`src/baes_pkg.sv`:
```
// Shared types, codes and the microcode store of the advertiser event sequencer.
package baes_pkg;

   // Fixed widths of the request and response fields.
   localparam int KIND_W    = 3;
   localparam int PTYPE_W   = 4;
   localparam int LEN_W     = 8;
   localparam int ADDR_W    = 48;
   localparam int TIME_W    = 32;
   localparam int RND_W     = 8;
   localparam int ACTION_W  = 3;
   localparam int CHAN_W    = 6;
   localparam int STATE_W   = 2;
   localparam int COUNT_W   = 2;
   localparam int TABLE_W   = 18;
   localparam int MODE_W    = 2;
   localparam int CSR_IDX_W = 3;
   localparam int CSR_DAT_W = 48;

   // Highest number of advertising channels used in one event.
   localparam logic [COUNT_W-1:0] MAX_CHANNELS = 2'd3;

   // Configuration register indexes.
   localparam logic [CSR_IDX_W-1:0] CSR_ADV_MODE      = 3'd0;
   localparam logic [CSR_IDX_W-1:0] CSR_CHANNEL_COUNT = 3'd1;
   localparam logic [CSR_IDX_W-1:0] CSR_CHANNEL_TABLE = 3'd2;
   localparam logic [CSR_IDX_W-1:0] CSR_OWN_ADDRESS   = 3'd3;
   localparam logic [CSR_IDX_W-1:0] CSR_ADV_PERIOD    = 3'd4;
   localparam logic [CSR_IDX_W-1:0] CSR_SLOT_STEP     = 3'd5;
   localparam logic [CSR_IDX_W-1:0] CSR_START_TIME    = 3'd6;

   // Event kinds.
   localparam logic [KIND_W-1:0] KIND_START      = 3'd0;
   localparam logic [KIND_W-1:0] KIND_STOP       = 3'd1;
   localparam logic [KIND_W-1:0] KIND_CANCELED   = 3'd2;
   localparam logic [KIND_W-1:0] KIND_PASSED     = 3'd3;
   localparam logic [KIND_W-1:0] KIND_TX_DONE    = 3'd4;
   localparam logic [KIND_W-1:0] KIND_RX_DONE    = 3'd5;

   // Radio actions.
   localparam logic [ACTION_W-1:0] ACT_NONE   = 3'd0;
   localparam logic [ACTION_W-1:0] ACT_ADV    = 3'd1;
   localparam logic [ACTION_W-1:0] ACT_LISTEN = 3'd2;
   localparam logic [ACTION_W-1:0] ACT_RSP    = 3'd3;
   localparam logic [ACTION_W-1:0] ACT_STOP   = 3'd4;

   // Advertising modes that matter for listening and responding.
   localparam logic [MODE_W-1:0] MODE_CONN_SCAN = 2'd0;
   localparam logic [MODE_W-1:0] MODE_SCAN      = 2'd2;
   localparam logic [MODE_W-1:0] MODE_NONCONN   = 2'd3;

   // Scan request recognition.
   localparam logic [PTYPE_W-1:0] PDU_SCAN_REQ = 4'd3;
   localparam logic [LEN_W-1:0]   SCAN_REQ_LEN = 8'd12;

   // Random delay: 30 time units times (random byte with the low nibble forced to ones).
   localparam logic [RND_W-1:0] RND_FLOOR = 8'h0f;
   localparam int DELAY_W = 13;

   // Advertiser state, one-hot inside the block.
   typedef enum logic [3:0] {
      ADV_IDLE      = 4'b0001,
      ADV_SEND_ADV  = 4'b0010,
      ADV_SEND_RSP  = 4'b0100,
      ADV_RECEIVING = 4'b1000
   } adv_state_type;

   // Encoded state values on the response.
   localparam logic [STATE_W-1:0] CODE_IDLE      = 2'd0;
   localparam logic [STATE_W-1:0] CODE_SEND_ADV  = 2'd1;
   localparam logic [STATE_W-1:0] CODE_SEND_RSP  = 2'd2;
   localparam logic [STATE_W-1:0] CODE_RECEIVING = 2'd3;

   // Divider iterations for a 32-bit quotient.
   localparam int DIV_CNT_W = $clog2(TIME_W);
   localparam logic [DIV_CNT_W-1:0] DIV_LAST = DIV_CNT_W'(TIME_W - 1);

   // Microprogram addresses.
   typedef logic [3:0] upc_type;
   localparam upc_type UPC_FETCH    = 4'd0;
   localparam upc_type UPC_STOP     = 4'd1;
   localparam upc_type UPC_FSM      = 4'd2;
   localparam upc_type UPC_DIV_INIT = 4'd3;
   localparam upc_type UPC_DIV_STEP = 4'd4;
   localparam upc_type UPC_MUL      = 4'd5;
   localparam upc_type UPC_ADD_PROD = 4'd6;
   localparam upc_type UPC_ADD_PER  = 4'd7;
   localparam upc_type UPC_RESP     = 4'd8;

   // Datapath operation of one control word.
   typedef enum logic [3:0] {
      OP_ACCEPT   = 4'd0,
      OP_SLOT     = 4'd1,
      OP_FSM      = 4'd2,
      OP_DIV_INIT = 4'd3,
      OP_DIV_STEP = 4'd4,
      OP_MUL      = 4'd5,
      OP_ADD_PROD = 4'd6,
      OP_ADD_PER  = 4'd7,
      OP_RESP     = 4'd8,
      OP_NOP      = 4'd9
   } op_type;

   // Sequencing condition of one control word.
   typedef enum logic [2:0] {
      COND_NEXT     = 3'd0,
      COND_GOTO     = 3'd1,
      COND_LOOP     = 3'd2,
      COND_DISPATCH = 3'd3,
      COND_WAIT_OUT = 3'd4
   } cond_type;

   typedef struct packed {
      op_type   op;
      cond_type cond;
      upc_type  target;
   } uword_type;

   // The microprogram.
   function automatic uword_type ucode_rom(input upc_type addr);
      uword_type w;
      unique case (addr)
         UPC_FETCH:    w = '{op: OP_ACCEPT,   cond: COND_DISPATCH, target: UPC_FETCH};
         UPC_STOP:     w = '{op: OP_SLOT,     cond: COND_GOTO,     target: UPC_RESP};
         UPC_FSM:      w = '{op: OP_FSM,      cond: COND_GOTO,     target: UPC_RESP};
         UPC_DIV_INIT: w = '{op: OP_DIV_INIT, cond: COND_NEXT,     target: UPC_FETCH};
         UPC_DIV_STEP: w = '{op: OP_DIV_STEP, cond: COND_LOOP,     target: UPC_DIV_STEP};
         UPC_MUL:      w = '{op: OP_MUL,      cond: COND_NEXT,     target: UPC_FETCH};
         UPC_ADD_PROD: w = '{op: OP_ADD_PROD, cond: COND_NEXT,     target: UPC_FETCH};
         UPC_ADD_PER:  w = '{op: OP_ADD_PER,  cond: COND_NEXT,     target: UPC_FETCH};
         UPC_RESP:     w = '{op: OP_RESP,     cond: COND_WAIT_OUT, target: UPC_FETCH};
         default:      w = '{op: OP_NOP,      cond: COND_GOTO,     target: UPC_FETCH};
      endcase
      return w;
   endfunction

   // One-hot state to the encoded value on the response.
   function automatic logic [STATE_W-1:0] state_code(input adv_state_type s);
      logic [STATE_W-1:0] c;
      unique case (s)
         ADV_IDLE:      c = CODE_IDLE;
         ADV_SEND_ADV:  c = CODE_SEND_ADV;
         ADV_SEND_RSP:  c = CODE_SEND_RSP;
         ADV_RECEIVING: c = CODE_RECEIVING;
         default:       c = CODE_IDLE;
      endcase
      return c;
   endfunction

endpackage

```
`src/baes_if.sv`:
```
// Request and response channel interfaces of the advertiser event sequencer.
interface baes_req_if;
   logic        valid;
   logic        ready;
   logic [2:0]  kind;
   logic [3:0]  rx_pdu_type;
   logic [7:0]  rx_length;
   logic [47:0] rx_target_address;
   logic [31:0] now_time;
   logic [7:0]  random_value;

   modport source (
      output valid, kind, rx_pdu_type, rx_length, rx_target_address, now_time, random_value,
      input  ready
   );
   modport sink (
      input  valid, kind, rx_pdu_type, rx_length, rx_target_address, now_time, random_value,
      output ready
   );
endinterface

interface baes_rsp_if;
   logic        valid;
   logic        ready;
   logic [2:0]  action;
   logic [5:0]  channel;
   logic [1:0]  new_state;
   logic [31:0] next_time;

   modport source (
      output valid, action, channel, new_state, next_time,
      input  ready
   );
   modport sink (
      input  valid, action, channel, new_state, next_time,
      output ready
   );
endinterface

```
`src/ble_advertiser_event_sequencer_unit.sv`:
```
// Top level of the advertiser event sequencer: microcoded control and its datapath.
//
// Usage: every scheduler or radio event enters as one request on req_chan and gives exactly
// one response on rsp_chan (radio action, channel, new advertiser state, next event time).
// Configuration registers are written through csr_we / csr_index / csr_wdata while no
// request is in flight; writing start_time also loads the event time.
// Control is a nine-word microprogram; the step counter walks it, one control word per
// cycle. A request is taken only at the fetch step, so one request is in flight at a time.
// Stop events pass through the slot step, the other events that do not realign through the
// state-machine step; both then reach the response step, which loads the response and returns
// to the fetch step. Canceled and passed events taken while idle realign the event time to the
// next whole period; the restoring divider takes one quotient bit per cycle, and that path runs
// through setup, 32 divide steps, one multiply, two adds and the response load.
// The response sits in an output register. The next request is accepted while a response
// still waits; only when a second response is ready and the first is still not taken does
// the sequencer hold at its response step until rsp_chan.ready is seen.
// Reset (synchronous, active high) returns the sequencer to its fetch step, clears the
// response valid, sets the advertiser idle, clears the instant counter and channel, loads
// the channels left with three and the event time with zero, and sets register defaults.
module ble_advertiser_event_sequencer_unit
   import baes_pkg::*;
(
   input  logic                 clock,
   input  logic                 reset,
   baes_req_if.sink             req_chan,
   baes_rsp_if.source           rsp_chan,
   input  logic                 csr_we,
   input  logic [CSR_IDX_W-1:0] csr_index,
   input  logic [CSR_DAT_W-1:0] csr_wdata
);

   // Sequencer.
   upc_type                upc_ff, upc_in;
   uword_type              uword;
   logic [DIV_CNT_W-1:0]   cnt_ff, cnt_in;

   // Configuration registers.
   logic [MODE_W-1:0]      mode_ff, mode_in;
   logic [COUNT_W-1:0]     ccount_ff, ccount_in;
   logic [TABLE_W-1:0]     table_ff, table_in;
   logic [ADDR_W-1:0]      own_ff, own_in;
   logic [TIME_W-1:0]      period_ff, period_in;
   logic [TIME_W-1:0]      step_ff, step_in;

   // Advertiser state.
   adv_state_type          adv_state_ff, adv_state_in;
   logic [TIME_W-1:0]      instant_ff, instant_in;
   logic [1:0]             mod3_ff, mod3_in;
   logic [COUNT_W-1:0]     left_ff, left_in;
   logic [CHAN_W-1:0]      chan_ff, chan_in;
   logic [TIME_W-1:0]      evt_ff, evt_in;

   // Latched request and working registers.
   logic [KIND_W-1:0]      kind_ff, kind_in;
   logic [PTYPE_W-1:0]     ptype_ff, ptype_in;
   logic [LEN_W-1:0]       len_ff, len_in;
   logic [ADDR_W-1:0]      addr_ff, addr_in;
   logic [TIME_W-1:0]      now_ff, now_in;
   logic [RND_W-1:0]       rnd_ff, rnd_in;
   logic [ACTION_W-1:0]    act_ff, act_in;
   logic [TIME_W-1:0]      num_ff, num_in;
   logic [TIME_W-1:0]      rem_ff, rem_in;
   logic [TIME_W-1:0]      prod_ff, prod_in;

   // Response register.
   logic                   rsp_valid_ff, rsp_valid_in;
   logic [ACTION_W-1:0]    rsp_action_ff, rsp_action_in;
   logic [CHAN_W-1:0]      rsp_chan_ff, rsp_chan_in;
   logic [STATE_W-1:0]     rsp_state_ff, rsp_state_in;
   logic [TIME_W-1:0]      rsp_time_ff, rsp_time_in;

   // Combinational helpers.
   logic                   req_fire;
   logic                   out_free;
   upc_type                dispatch_target;
   logic [COUNT_W-1:0]     count_eff;
   logic [TIME_W-1:0]      period_eff;
   logic                   can_listen;
   logic                   can_rsp;
   logic [COUNT_W-1:0]     left_dec;
   logic [RND_W-1:0]       rnd_or;
   logic [DELAY_W-1:0]     delay;
   logic [TIME_W:0]        trial;
   logic [1:0]             tbl_idx;
   logic [TIME_W-1:0]      instant_inc;

   assign uword = ucode_rom(upc_ff);

   assign req_chan.ready = (upc_ff == UPC_FETCH);
   assign req_fire       = req_chan.valid && req_chan.ready;
   assign out_free       = !rsp_valid_ff || rsp_chan.ready;

   assign rsp_chan.valid     = rsp_valid_ff;
   assign rsp_chan.action    = rsp_action_ff;
   assign rsp_chan.channel   = rsp_chan_ff;
   assign rsp_chan.new_state = rsp_state_ff;
   assign rsp_chan.next_time = rsp_time_ff;

   // Channel count clamped to 1..MAX_CHANNELS, and a zero period read as one.
   assign count_eff  = (ccount_ff == '0) ? COUNT_W'(1) :
                       (ccount_ff > MAX_CHANNELS) ? MAX_CHANNELS : ccount_ff;
   assign period_eff = (period_ff == '0) ? TIME_W'(1) : period_ff;

   assign can_listen = (mode_ff != MODE_NONCONN);
   assign can_rsp    = (mode_ff == MODE_CONN_SCAN) || (mode_ff == MODE_SCAN);

   // The stop event always wins; realignment only happens from idle.
   always_comb begin
      priority if (req_chan.kind == KIND_STOP) begin
         dispatch_target = UPC_STOP;
      end else if ((adv_state_ff == ADV_IDLE) &&
                   ((req_chan.kind == KIND_CANCELED) || (req_chan.kind == KIND_PASSED))) begin
         dispatch_target = UPC_DIV_INIT;
      end else begin
         dispatch_target = UPC_FSM;
      end
   end

   // 30 * x computed as 32x - 2x.
   assign rnd_or = rnd_ff | RND_FLOOR;
   assign delay  = {rnd_or, 5'b0} - {4'b0, rnd_or, 1'b0};

   assign left_dec = (left_ff == '0) ? '0 : left_ff - COUNT_W'(1);

   // One restoring division step: shift in the next dividend bit and try the divisor.
   assign trial = {rem_ff, num_ff[TIME_W-1]} - {1'b0, period_eff};

   assign instant_inc = instant_ff + TIME_W'(1);

   // Table entry for the new instant: instant mod count, with count at most three.
   always_comb begin
      unique case (count_eff)
         2'd2:    tbl_idx = {1'b0, instant_inc[0]};
         2'd3:    tbl_idx = (instant_inc == '0) ? 2'd0 :
                            (mod3_ff == 2'd2) ? 2'd0 : mod3_ff + 2'd1;
         default: tbl_idx = 2'd0;
      endcase
   end

   // Step counter.
   always_comb begin
      unique case (uword.cond)
         COND_NEXT:     upc_in = upc_ff + upc_type'(1);
         COND_GOTO:     upc_in = uword.target;
         COND_LOOP:     upc_in = (cnt_ff != '0) ? uword.target : upc_ff + upc_type'(1);
         COND_DISPATCH: upc_in = req_fire ? dispatch_target : upc_ff;
         COND_WAIT_OUT: upc_in = out_free ? uword.target : upc_ff;
         default:       upc_in = UPC_FETCH;
      endcase
   end

   // Datapath, driven by the operation field of the current control word.
   always_comb begin
      cnt_in       = cnt_ff;
      adv_state_in = adv_state_ff;
      instant_in   = instant_ff;
      mod3_in      = mod3_ff;
      left_in      = left_ff;
      chan_in      = chan_ff;
      evt_in       = evt_ff;
      kind_in      = kind_ff;
      ptype_in     = ptype_ff;
      len_in       = len_ff;
      addr_in      = addr_ff;
      now_in       = now_ff;
      rnd_in       = rnd_ff;
      act_in       = act_ff;
      num_in       = num_ff;
      rem_in       = rem_ff;
      prod_in      = prod_ff;
      rsp_action_in = rsp_action_ff;
      rsp_chan_in   = rsp_chan_ff;
      rsp_state_in  = rsp_state_ff;
      rsp_time_in   = rsp_time_ff;
      rsp_valid_in  = rsp_valid_ff && !rsp_chan.ready;

      unique case (uword.op)
         OP_ACCEPT: begin
            if (req_fire) begin
               kind_in  = req_chan.kind;
               ptype_in = req_chan.rx_pdu_type;
               len_in   = req_chan.rx_length;
               addr_in  = req_chan.rx_target_address;
               now_in   = req_chan.now_time;
               rnd_in   = req_chan.random_value;
               act_in   = ACT_NONE;
            end
         end
         OP_SLOT: begin
            act_in       = ACT_STOP;
            adv_state_in = ADV_IDLE;
            if (left_dec != '0) begin
               left_in = left_dec;
               evt_in  = evt_ff + step_ff;
            end else begin
               left_in = count_eff;
               evt_in  = evt_ff + period_ff + TIME_W'(delay);
            end
         end
         OP_FSM: begin
            unique case (adv_state_ff)
               ADV_IDLE: begin
                  if ((kind_ff == KIND_START) && (left_ff != '0)) begin
                     instant_in   = instant_inc;
                     mod3_in      = (instant_inc == '0) ? 2'd0 :
                                    (mod3_ff == 2'd2) ? 2'd0 : mod3_ff + 2'd1;
                     chan_in      = table_ff[CHAN_W*tbl_idx +: CHAN_W];
                     act_in       = ACT_ADV;
                     adv_state_in = ADV_SEND_ADV;
                  end
               end
               ADV_SEND_ADV: begin
                  if (kind_ff == KIND_TX_DONE) begin
                     if (can_listen) begin
                        act_in       = ACT_LISTEN;
                        adv_state_in = ADV_RECEIVING;
                     end else begin
                        adv_state_in = ADV_IDLE;
                     end
                  end
               end
               ADV_RECEIVING: begin
                  if (kind_ff == KIND_RX_DONE) begin
                     if (can_rsp && (ptype_ff == PDU_SCAN_REQ) && (len_ff == SCAN_REQ_LEN) &&
                         (addr_ff == own_ff)) begin
                        act_in       = ACT_RSP;
                        adv_state_in = ADV_SEND_RSP;
                     end else begin
                        adv_state_in = ADV_IDLE;
                     end
                  end
               end
               ADV_SEND_RSP: begin
                  if (kind_ff == KIND_TX_DONE) begin
                     adv_state_in = ADV_IDLE;
                  end
               end
               default: adv_state_in = ADV_IDLE;
            endcase
         end
         OP_DIV_INIT: begin
            num_in = now_ff - evt_ff;
            rem_in = '0;
            cnt_in = DIV_LAST;
         end
         OP_DIV_STEP: begin
            if (!trial[TIME_W]) begin
               rem_in = trial[TIME_W-1:0];
               num_in = {num_ff[TIME_W-2:0], 1'b1};
            end else begin
               rem_in = {rem_ff[TIME_W-2:0], num_ff[TIME_W-1]};
               num_in = {num_ff[TIME_W-2:0], 1'b0};
            end
            if (cnt_ff != '0) begin
               cnt_in = cnt_ff - DIV_CNT_W'(1);
            end
         end
         OP_MUL: begin
            // (q + 1) * p is done as q * p here and + p in the last add.
            prod_in = num_ff * period_eff;
         end
         OP_ADD_PROD: begin
            evt_in = evt_ff + prod_ff;
         end
         OP_ADD_PER: begin
            evt_in  = evt_ff + period_eff;
            left_in = count_eff;
         end
         OP_RESP: begin
            if (out_free) begin
               rsp_valid_in  = 1'b1;
               rsp_action_in = act_ff;
               rsp_chan_in   = chan_ff;
               rsp_state_in  = state_code(adv_state_ff);
               rsp_time_in   = evt_ff;
            end
         end
         OP_NOP: begin
         end
         default: begin
         end
      endcase

      // Configuration writes; start_time also loads the event time.
      if (csr_we && (csr_index == CSR_START_TIME)) begin
         evt_in = csr_wdata[TIME_W-1:0];
      end
   end

   always_comb begin
      mode_in   = mode_ff;
      ccount_in = ccount_ff;
      table_in  = table_ff;
      own_in    = own_ff;
      period_in = period_ff;
      step_in   = step_ff;
      if (csr_we) begin
         unique case (csr_index)
            CSR_ADV_MODE:      mode_in   = csr_wdata[MODE_W-1:0];
            CSR_CHANNEL_COUNT: ccount_in = csr_wdata[COUNT_W-1:0];
            CSR_CHANNEL_TABLE: table_in  = csr_wdata[TABLE_W-1:0];
            CSR_OWN_ADDRESS:   own_in    = csr_wdata[ADDR_W-1:0];
            CSR_ADV_PERIOD:    period_in = csr_wdata[TIME_W-1:0];
            CSR_SLOT_STEP:     step_in   = csr_wdata[TIME_W-1:0];
            default: begin
            end
         endcase
      end
   end

   always_ff @(posedge clock) begin
      if (reset) begin
         upc_ff       <= UPC_FETCH;
         rsp_valid_ff <= 1'b0;
         mode_ff      <= '0;
         ccount_ff    <= 2'd3;
         table_ff     <= '0;
         own_ff       <= '0;
         period_ff    <= TIME_W'(1);
         step_ff      <= '0;
         adv_state_ff <= ADV_IDLE;
         instant_ff   <= '0;
         mod3_ff      <= '0;
         left_ff      <= 2'd3;
         chan_ff      <= '0;
         evt_ff       <= '0;
         cnt_ff       <= '0;
      end else begin
         upc_ff       <= upc_in;
         rsp_valid_ff <= rsp_valid_in;
         mode_ff      <= mode_in;
         ccount_ff    <= ccount_in;
         table_ff     <= table_in;
         own_ff       <= own_in;
         period_ff    <= period_in;
         step_ff      <= step_in;
         adv_state_ff <= adv_state_in;
         instant_ff   <= instant_in;
         mod3_ff      <= mod3_in;
         left_ff      <= left_in;
         chan_ff      <= chan_in;
         evt_ff       <= evt_in;
         cnt_ff       <= cnt_in;
      end
   end

   always_ff @(posedge clock) begin
      kind_ff       <= kind_in;
      ptype_ff      <= ptype_in;
      len_ff        <= len_in;
      addr_ff       <= addr_in;
      now_ff        <= now_in;
      rnd_ff        <= rnd_in;
      act_ff        <= act_in;
      num_ff        <= num_in;
      rem_ff        <= rem_in;
      prod_ff       <= prod_in;
      rsp_action_ff <= rsp_action_in;
      rsp_chan_ff   <= rsp_chan_in;
      rsp_state_ff  <= rsp_state_in;
      rsp_time_ff   <= rsp_time_in;
   end

endmodule

```
`src/flat_wrapper.sv`:
```
// flat-port wrapper written by rule: the top's interface ports become plain ports
module ble_advertiser_event_sequencer_unit_flat import baes_pkg::*;
  (clock, reset, csr_we, csr_index, csr_wdata, req_chan_valid, req_chan_kind, req_chan_rx_pdu_type, req_chan_rx_length, req_chan_rx_target_address, req_chan_now_time, req_chan_random_value, req_chan_ready, rsp_chan_valid, rsp_chan_action, rsp_chan_channel, rsp_chan_new_state, rsp_chan_next_time, rsp_chan_ready);
  baes_req_if req_chan_i ();
  baes_rsp_if rsp_chan_i ();
  input  logic clock;
  input  logic reset;
  input  logic csr_we;
  input  logic [CSR_IDX_W-1:0] csr_index;
  input  logic [CSR_DAT_W-1:0] csr_wdata;
  input wire logic [$bits(req_chan_i.valid)-1:0] req_chan_valid;
  input wire logic [$bits(req_chan_i.kind)-1:0] req_chan_kind;
  input wire logic [$bits(req_chan_i.rx_pdu_type)-1:0] req_chan_rx_pdu_type;
  input wire logic [$bits(req_chan_i.rx_length)-1:0] req_chan_rx_length;
  input wire logic [$bits(req_chan_i.rx_target_address)-1:0] req_chan_rx_target_address;
  input wire logic [$bits(req_chan_i.now_time)-1:0] req_chan_now_time;
  input wire logic [$bits(req_chan_i.random_value)-1:0] req_chan_random_value;
  output wire logic [$bits(req_chan_i.ready)-1:0] req_chan_ready;
  output wire logic [$bits(rsp_chan_i.valid)-1:0] rsp_chan_valid;
  output wire logic [$bits(rsp_chan_i.action)-1:0] rsp_chan_action;
  output wire logic [$bits(rsp_chan_i.channel)-1:0] rsp_chan_channel;
  output wire logic [$bits(rsp_chan_i.new_state)-1:0] rsp_chan_new_state;
  output wire logic [$bits(rsp_chan_i.next_time)-1:0] rsp_chan_next_time;
  input wire logic [$bits(rsp_chan_i.ready)-1:0] rsp_chan_ready;
  assign req_chan_i.valid = req_chan_valid;
  assign req_chan_i.kind = req_chan_kind;
  assign req_chan_i.rx_pdu_type = req_chan_rx_pdu_type;
  assign req_chan_i.rx_length = req_chan_rx_length;
  assign req_chan_i.rx_target_address = req_chan_rx_target_address;
  assign req_chan_i.now_time = req_chan_now_time;
  assign req_chan_i.random_value = req_chan_random_value;
  assign req_chan_ready = req_chan_i.ready;
  assign rsp_chan_valid = rsp_chan_i.valid;
  assign rsp_chan_action = rsp_chan_i.action;
  assign rsp_chan_channel = rsp_chan_i.channel;
  assign rsp_chan_new_state = rsp_chan_i.new_state;
  assign rsp_chan_next_time = rsp_chan_i.next_time;
  assign rsp_chan_i.ready = rsp_chan_ready;
  ble_advertiser_event_sequencer_unit u_core (.clock(clock), .reset(reset), .req_chan(req_chan_i), .rsp_chan(rsp_chan_i), .csr_we(csr_we), .csr_index(csr_index), .csr_wdata(csr_wdata));
endmodule
```
`config.mk`:
```
export PLATFORM = sky130hd
export DESIGN_NAME = ble_advertiser_event_sequencer_unit_flat
export DESIGN_NICKNAME = d
export VERILOG_FILES = /design/src/baes_pkg.sv /design/src/baes_if.sv /design/src/ble_advertiser_event_sequencer_unit.sv /design/src/flat_wrapper.sv
export SDC_FILE = /design/constraint.sdc
export NUM_CORES = 2
export LEC_CHECK = 0
export ABC_AREA = 1
export BUFFER_PORTS_ARGS = -buffer_cell sky130_fd_sc_hd__buf_4
export CAP_MARGIN = 20
export CORE_AREA = 8 8 292 294
export CTS_BUF_LIST = sky130_fd_sc_hd__clkbuf_16
export DETAILED_ROUTE_END_ITERATION = 16
export DIE_AREA = 0 0 300 302
export GPL_ROUTABILITY_DRIVEN = 0
export GPL_TIMING_DRIVEN = 0
export PLACE_DENSITY = 0.73
export SLEW_MARGIN = 5
export SYNTH_ARGS = -nofsm -noshare
export SYNTH_HDL_FRONTEND = slang
export SYNTH_SLANG_ARGS = --single-unit
```
`constraint.sdc`:
```
create_clock -name clock -period 16.06 [get_ports clock]
set_clock_uncertainty 0.05 [all_clocks]
set_input_delay 3.212 -clock clock [delete_from_list [all_inputs] [get_ports clock]]
set_output_delay 3.212 -clock clock [all_outputs]
set_load 0.02 [all_outputs]
```
==> After elaboration in Yosys (flattened, before gate mapping) <==
Memories as Yosys holds them, arrays and structs flattened. A register that Yosys moved wholly into a read port is not among the register bits.
Cells that the tools add are included.
{ "classes": {"addsub": 13, "mux": 45, "n_shift": 1, "eq_ne": 46, "n_lt_le_gt_ge": 1, "n_reduce_logical": 44, "multipliers": 2} }
{ "ops": {"columns": ["cell", "count"], "rows": [
  ["adder 32 bit", 4],
  ["two-way mux 32 bit", 4],
  ["one-hot mux 32 bit (2 select lines)", 2],
  ["one-hot mux 32 bit (3 select lines)", 1],
  ["zero test 32 bit", 2],
  ["== test 48 bit", 1],
  ["two-way mux 4 bit", 10],
  ["subtractor 33 x 32 -> 33 bit", 1],
  ["adder 32 x 1 -> 32 bit, second input constant", 1],
  ["adder 32 x 13 -> 32 bit", 1],
  ["multiplier 32 x 32 -> 32 bit", 1],
  ["subtractor 32 bit", 1],
  ["two-way mux 3 bit", 7],
  ["== test 4 x 3 -> 1 bit, second input constant", 5],
  ["one-hot mux 4 bit (5 select lines)", 1],
  ["AND reduction 2 bit", 10],
  ["== test 3 x 2 -> 1 bit, second input constant", 6],
  ["== test 3 bit, second input constant", 6],
  ["one-hot mux 3 bit (3 select lines)", 2],
  ["variable part select 18 x 6 -> 6 bit", 1],
  ["== test 4 x 2 -> 1 bit, second input constant", 4],
  ["one-hot mux 4 bit (4 select lines)", 1],
  ["!= test 3 x 2 -> 1 bit, second input constant", 5],
  ["two-way mux 2 bit", 7],
  ["35 further kinds", 68]
]} }
{ "totals": {"n_memories": 1, "inputBits": 159, "ff_bits": 467, "word_cells": 182, "out_inout_bits": 45, "rom_bits": 144} }
{ "memory_table": {"columns": ["memory", "words", "width", "read_ports", "rd_ports_with_merged_regs", "wr", "line_no", "rtl"], "rows": [
  ["(name not given)", 16, 9, 1, 1, 0, "baes_pkg.sv:122", "unique case (addr)"]
]} }

==> Depth between registers and ports, before layout <==
{ "depth": {"depth_word": 9, "depth_mapped": 34, "depth_no_buf": 32} }

==> Worst setup path after synthesis <==
No wires, ideal clock.
{ "synth_timing": {"kind": "input to register", "startpoint": "input req_chan_valid", "endpoint": "register u_core.act_ff[0], enable pin", "setup_slack_ns": 1.379, "path_buffers": 0, "t_arrival_ns": 14.269, "setup_time_ns": 0.362, "path_stages": 4, "required_time_ns": 15.648, "path_cell_list": "nand2_1 -> nor4_1 -> o221ai_1 -> a21oi_1"} }
{ "synth_via": {"elab_chain_cells": 3} }
{ "synth_lines": {"columns": ["element", "line_no", "rtl"], "rows": [
  ["start, declared", "flat_wrapper.sv:11", "input wire logic [$bits(req_chan_i.valid)-1:0] req_chan_valid;"],
  ["logical AND 1 bit", "ble_advertiser_event_sequencer_unit.sv:90", "assign req_fire = req_chan.valid && req_chan.ready;"],
  ["!= test 2 x 1 -> 1 bit (no source line)", null, null],
  ["AND reduction 8 bit (no source line)", null, null],
  ["end signal, assigned", "ble_advertiser_event_sequencer_unit.sv:354", "act_ff <= act_in;"],
  ["end, declared", "ble_advertiser_event_sequencer_unit.sv:60", "logic [ACTION_W-1:0] act_ff, act_in;"]
]} }
No other way between the ends.
A chain may end at the register's enable or synchronous reset.

==> Worst setup path in the final report <==
{ "layout_timing": {"startpoint": "register u_core.period_ff[13]", "endpoint": "register u_core.prod_ff[29], data pin"} }
{ "layout_via": {"elab_chain_cells": 3} }
{ "layout_lines": {"columns": ["element", "line_no", "rtl"], "rows": [
  ["start, declared", "ble_advertiser_event_sequencer_unit.sv:42", "logic [TIME_W-1:0] period_ff, period_in;"],
  ["start signal, assigned", "ble_advertiser_event_sequencer_unit.sv:335", "period_ff <= period_in;"],
  ["zero test 32 bit", "ble_advertiser_event_sequencer_unit.sv:102", "assign period_eff = (period_ff == '0) ? TIME_W'(1) : period_ff;"],
  ["two-way mux 32 bit *", "ble_advertiser_event_sequencer_unit.sv:102", null],
  ["multiplier 32 x 32 -> 32 bit *", "ble_advertiser_event_sequencer_unit.sv:260", "prod_in = num_ff * period_eff;"],
  ["end signal, assigned", "ble_advertiser_event_sequencer_unit.sv:357", "prod_ff <= prod_in;"],
  ["end, declared", "ble_advertiser_event_sequencer_unit.sv:63", "logic [TIME_W-1:0] prod_ff, prod_in;"]
]} }
Every way passes the cells marked *; elsewhere a longest branch is shown, timed or not.

==> flow_metrics.env <==
export IMPL_status="finished clean"
export IMPL_finalSetupViolations=0
export IMPL_cp_max_fo=11
export IMPL_required_ps=16380
export IMPL_seqPwrFrac_pct=30.8
export IMPL_coreArea_mm2=0.0809
export IMPL_wirelength_um=168000
export IMPL_ys_warn_count=0
export IMPL_grt_max_degree=65
export IMPL_cts_setup_buffers=0
export IMPL_cts_root_buffer="clkbuf_16"
export IMPL_rsz0062_at_grt="false"
export IMPL_synthTopCellsByArea="fa_1, edfxtp_1, nand2_1"
export IMPL_comb_power_share_pct=48.1
export IMPL_synth_cell_area_mm2=0.0454
export IMPL_synth_distinct_cells=49
export IMPL_clock_sinks=472
export IMPL_relSlewSlack_pct=17.8
export IMPL_overflow=0
export IMPL_ys_ff_latch=472
export IMPL_seq_area_frac_synth_pct=26.1
export IMPL_synth_area_per_cell_um2=7.61
export IMPL_synth_top_cell_area_share_pct=18.6
export IMPL_hold_class="reg -> reg"
export IMPL_critPathKind="reg -> reg"
export IMPL_port_buffers=199
export IMPL_slowest_delay_ps=960
export IMPL_ctsHoldBuffers=0
export IMPL_async_reset_ff_share_pct=0
export IMPL_grt_first_pass_wirelength_um=249000
export IMPL_syn_nets=6863
export IMPL_peakVddDrop_uv=115
export IMPL_wire_per_inst_um=22.7
export IMPL_synth_edff_count=241
export IMPL_synth_cells=5972
export IMPL_cp_start_kind="flop"
export IMPL_start_util_pct=56.1
export IMPL_die_y_um=302
export IMPL_htree_levels=2
export IMPL_drc_errors=0
export IMPL_io_pins=204
export IMPL_dp_hpwl_um=132000
export IMPL_arrival_ps=10870
export IMPL_avgViaCountPerCell=5.92
export IMPL_grt_pass1_vias=41900
export IMPL_die_area_mm2=0.0906
export IMPL_clockBufferDepth=3
export IMPL_firstDrtPassIters=8
export IMPL_hold_ws_ps=371
export IMPL_antenna_found_initial=15
export IMPL_synthTopCellsByCount="nand2_1, inv_1, nor2_1, o21ai_0, fa_1"
export IMPL_crit_top_cell="fa_1"
export IMPL_cts_repair_resized=0
export IMPL_path_clk_slew_ps=70
export IMPL_multi_input_area_mm2=0.0284
export IMPL_core_rowCount=105
export IMPL_grt_use_total_pct=36.1
export IMPL_p_switching_uw=2520
export IMPL_swShare_pct=45.1
export IMPL_power_per_cell_area_mw_per_mm2=111
export IMPL_worstSkewPairLatency_ps=630
export IMPL_cts_made_buffers=50
export IMPL_fin_crit_sh_pct=65.7
export IMPL_fmax_ghz=0.0948
export IMPL_leakage_uw=0.0249
export IMPL_synth_most_common_cell="nand2_1"
export IMPL_slew_viol_final=0
export IMPL_cts_tree="yes"
export IMPL_maxCapViolations=0
export IMPL_post_dp_cell_area_mm2=0.0485
export IMPL_ys_flop_type="edfxtp_1"
export IMPL_antenna_left=0
export IMPL_finalHoldViolations=0
export IMPL_vias=43700
export IMPL_endpoint_kind="flop"
export IMPL_drt_iter0_drc=5965
export IMPL_cp_slowest_cell="clkbuf_1"
export IMPL_fp_dieW_um=300
export IMPL_yosysTopAreaCell="fa_1"
export IMPL_tightest_slew_ps=1230
export IMPL_clkPwrFrac_pct=21.1
export IMPL_final_cell_area_mm2=0.0502
export IMPL_nets=7135
export IMPL_period_needed_ps=10540
export IMPL_syn_to_final_growth_pct=10.5
export IMPL_nFillCells=7316
export IMPL_p_int_uw=3070
export IMPL_drive_gt1_share_pct=5.73
export IMPL_seqCellArea_mm2=0.0119
export IMPL_finalSetupTns_ps=0
-- registers in the layout (all words and copies together) (netlist names), 5 cells and up --
signal                     cells
u_core.evt_ff                 32
u_core.period_ff              32
u_core.now_ff                 32
u_core.own_ff                 48
u_core.table_ff               18
u_core.rem_ff                 32
u_core.rsp_chan.next_time     32
u_core.num_ff                 32
u_core.len_ff                  8
u_core.uword                   9
u_core.step_ff                32
u_core.cnt_ff                  5
u_core.addr_ff                48
u_core.rsp_chan.channel        6
u_core.prod_ff                32
u_core.chan_ff                 6
u_core.instant_ff             32
-- layout by cell type (no fill, tap or decap), types with 21 or more instances in the layout --
| cell type | count |
|---|---|
| clkbuf_16 | 52 |
| clkbuf_1 | 184 |
| o21ai_0 | 429 |
| nor3_1 | 40 |
| nand4_1 | 47 |
| xnor2_1 | 71 |
| a211oi_1 | 29 |
| a31oi_1 | 29 |
| a21oi_1 | 385 |
| fa_1 | 421 |
| ha_1 | 311 |
| nor2_1 | 463 |
| inv_1 | 1158 |
| or2_2 | 23 |
| nand3_1 | 211 |
| buf_4 | 213 |
| o21bai_1 | 26 |
| nand2_1 | 1361 |
| dfxtp_1 | 231 |
| xor2_1 | 99 |
| edfxtp_1 | 241 |
| a21o_1 | 21 |
-- per-stage QoR --
| stage | util (%) | worst slack (ps) | total power, uW | std cells |
|---|---|---|---|---|
| 2_1_floorplan | - | 1380 | 3370 | 5972 |
| 3_3_place_gp | 59.6 | -4440 | 4260 | 7241 |
| 3_5_place_dp | 59.9 | 6300 | 4290 | 7260 |
| 4_1_cts | 61.9 | 6240 | 5470 | 7353 |
| 5_1_grt | 62.0 | 5480 | 5850 | 7360 |
| 6_report | 62.0 | 5520 | 5590 | 7374 |
-- worst paths after layout --
kind | startpoint | endpoint | slack, ps | cells after the start
hold reg to reg | u_core.act_ff[2] | u_core.rsp_chan.action[2] | 370 | 0
hold / removal | u_core.act_ff[2] | u_core.rsp_chan.action[2] | 370 | 0
setup reg to reg | u_core.period_ff[13] | u_core.prod_ff[29] | 5520 | 29
setup / recovery | u_core.period_ff[13] | u_core.prod_ff[29] | 5520 | 29
-- layout make-up --
| cell class | instances | share of cell area, % |
|---|---|---|
| buffer | 214 | 1.63 |
| tap | 1070 | 2.67 |
| inverter | 1156 | 8.65 |
| clock buffer | 52 | 2.59 |
| sequential | 472 | 23.6 |
| clock inverter | 41 | 0.696 |
| timing repair buffer | 220 | 3.38 |
| antenna | 19 | 0.0947 |
| multi-input combinational | 4130 | 56.7 |
-- power by group through the flow --
stage               registers [uW]  logic [uW]  clock network (uW)
floorplan                     1660        1720                   0
global route                  1710        2900                1230
detailed placement            1720        2570                   0
CTS                           1700        2590                1180
global placement              1770        2490                   0
finish                        1720        2690                1180
-- routing by layer --
| metal | global-route usage, % | up-vias | part of all wire, % |
|---|---|---|---|
| met5 | 2.43 | - | 0.21 |
| met4 | 19.9 | 13 | 7.1 |
| met3 | 14.3 | 752 | 16 |
| met2 | 51.7 | 3057 | 40 |
| met1 | 46.3 | 20400 | 37 |
| li1 | - | 19500 | - |
-- critical path: cells and delay by family, from the launching register on --
kind	cells	cell delay, ps
xor gates and xnor gates	1	400
and+or+nand+nor	10	2050
adders and majority gates	7	3410
AOI/OAI and AO/OA	3	1050
buffers and inverters	8	2620
DFF	1	660
-- kinds of logic (layout without fill, tap and decap cells) --
| kind of cell | after synthesis | count (layout) | synth area share [%] |
|---|---|---|---|
| AOI/OAI and AO/OA | 1023 | 1023 | 12.4 |
| xor gates and xnor gates | 170 | 170 | 3.28 |
| adders and majority gates | 732 | 732 | 27.1 |
| buffers and inverters | 1370 | 1683 | 11.4 |
| DFF | 472 | 472 | 26.1 |
| other | 0 | 19 | 0 |
| and+or+nand+nor | 2205 | 2205 | 19.8 |
Note: power is estimated with default switching activity, not from simulation.
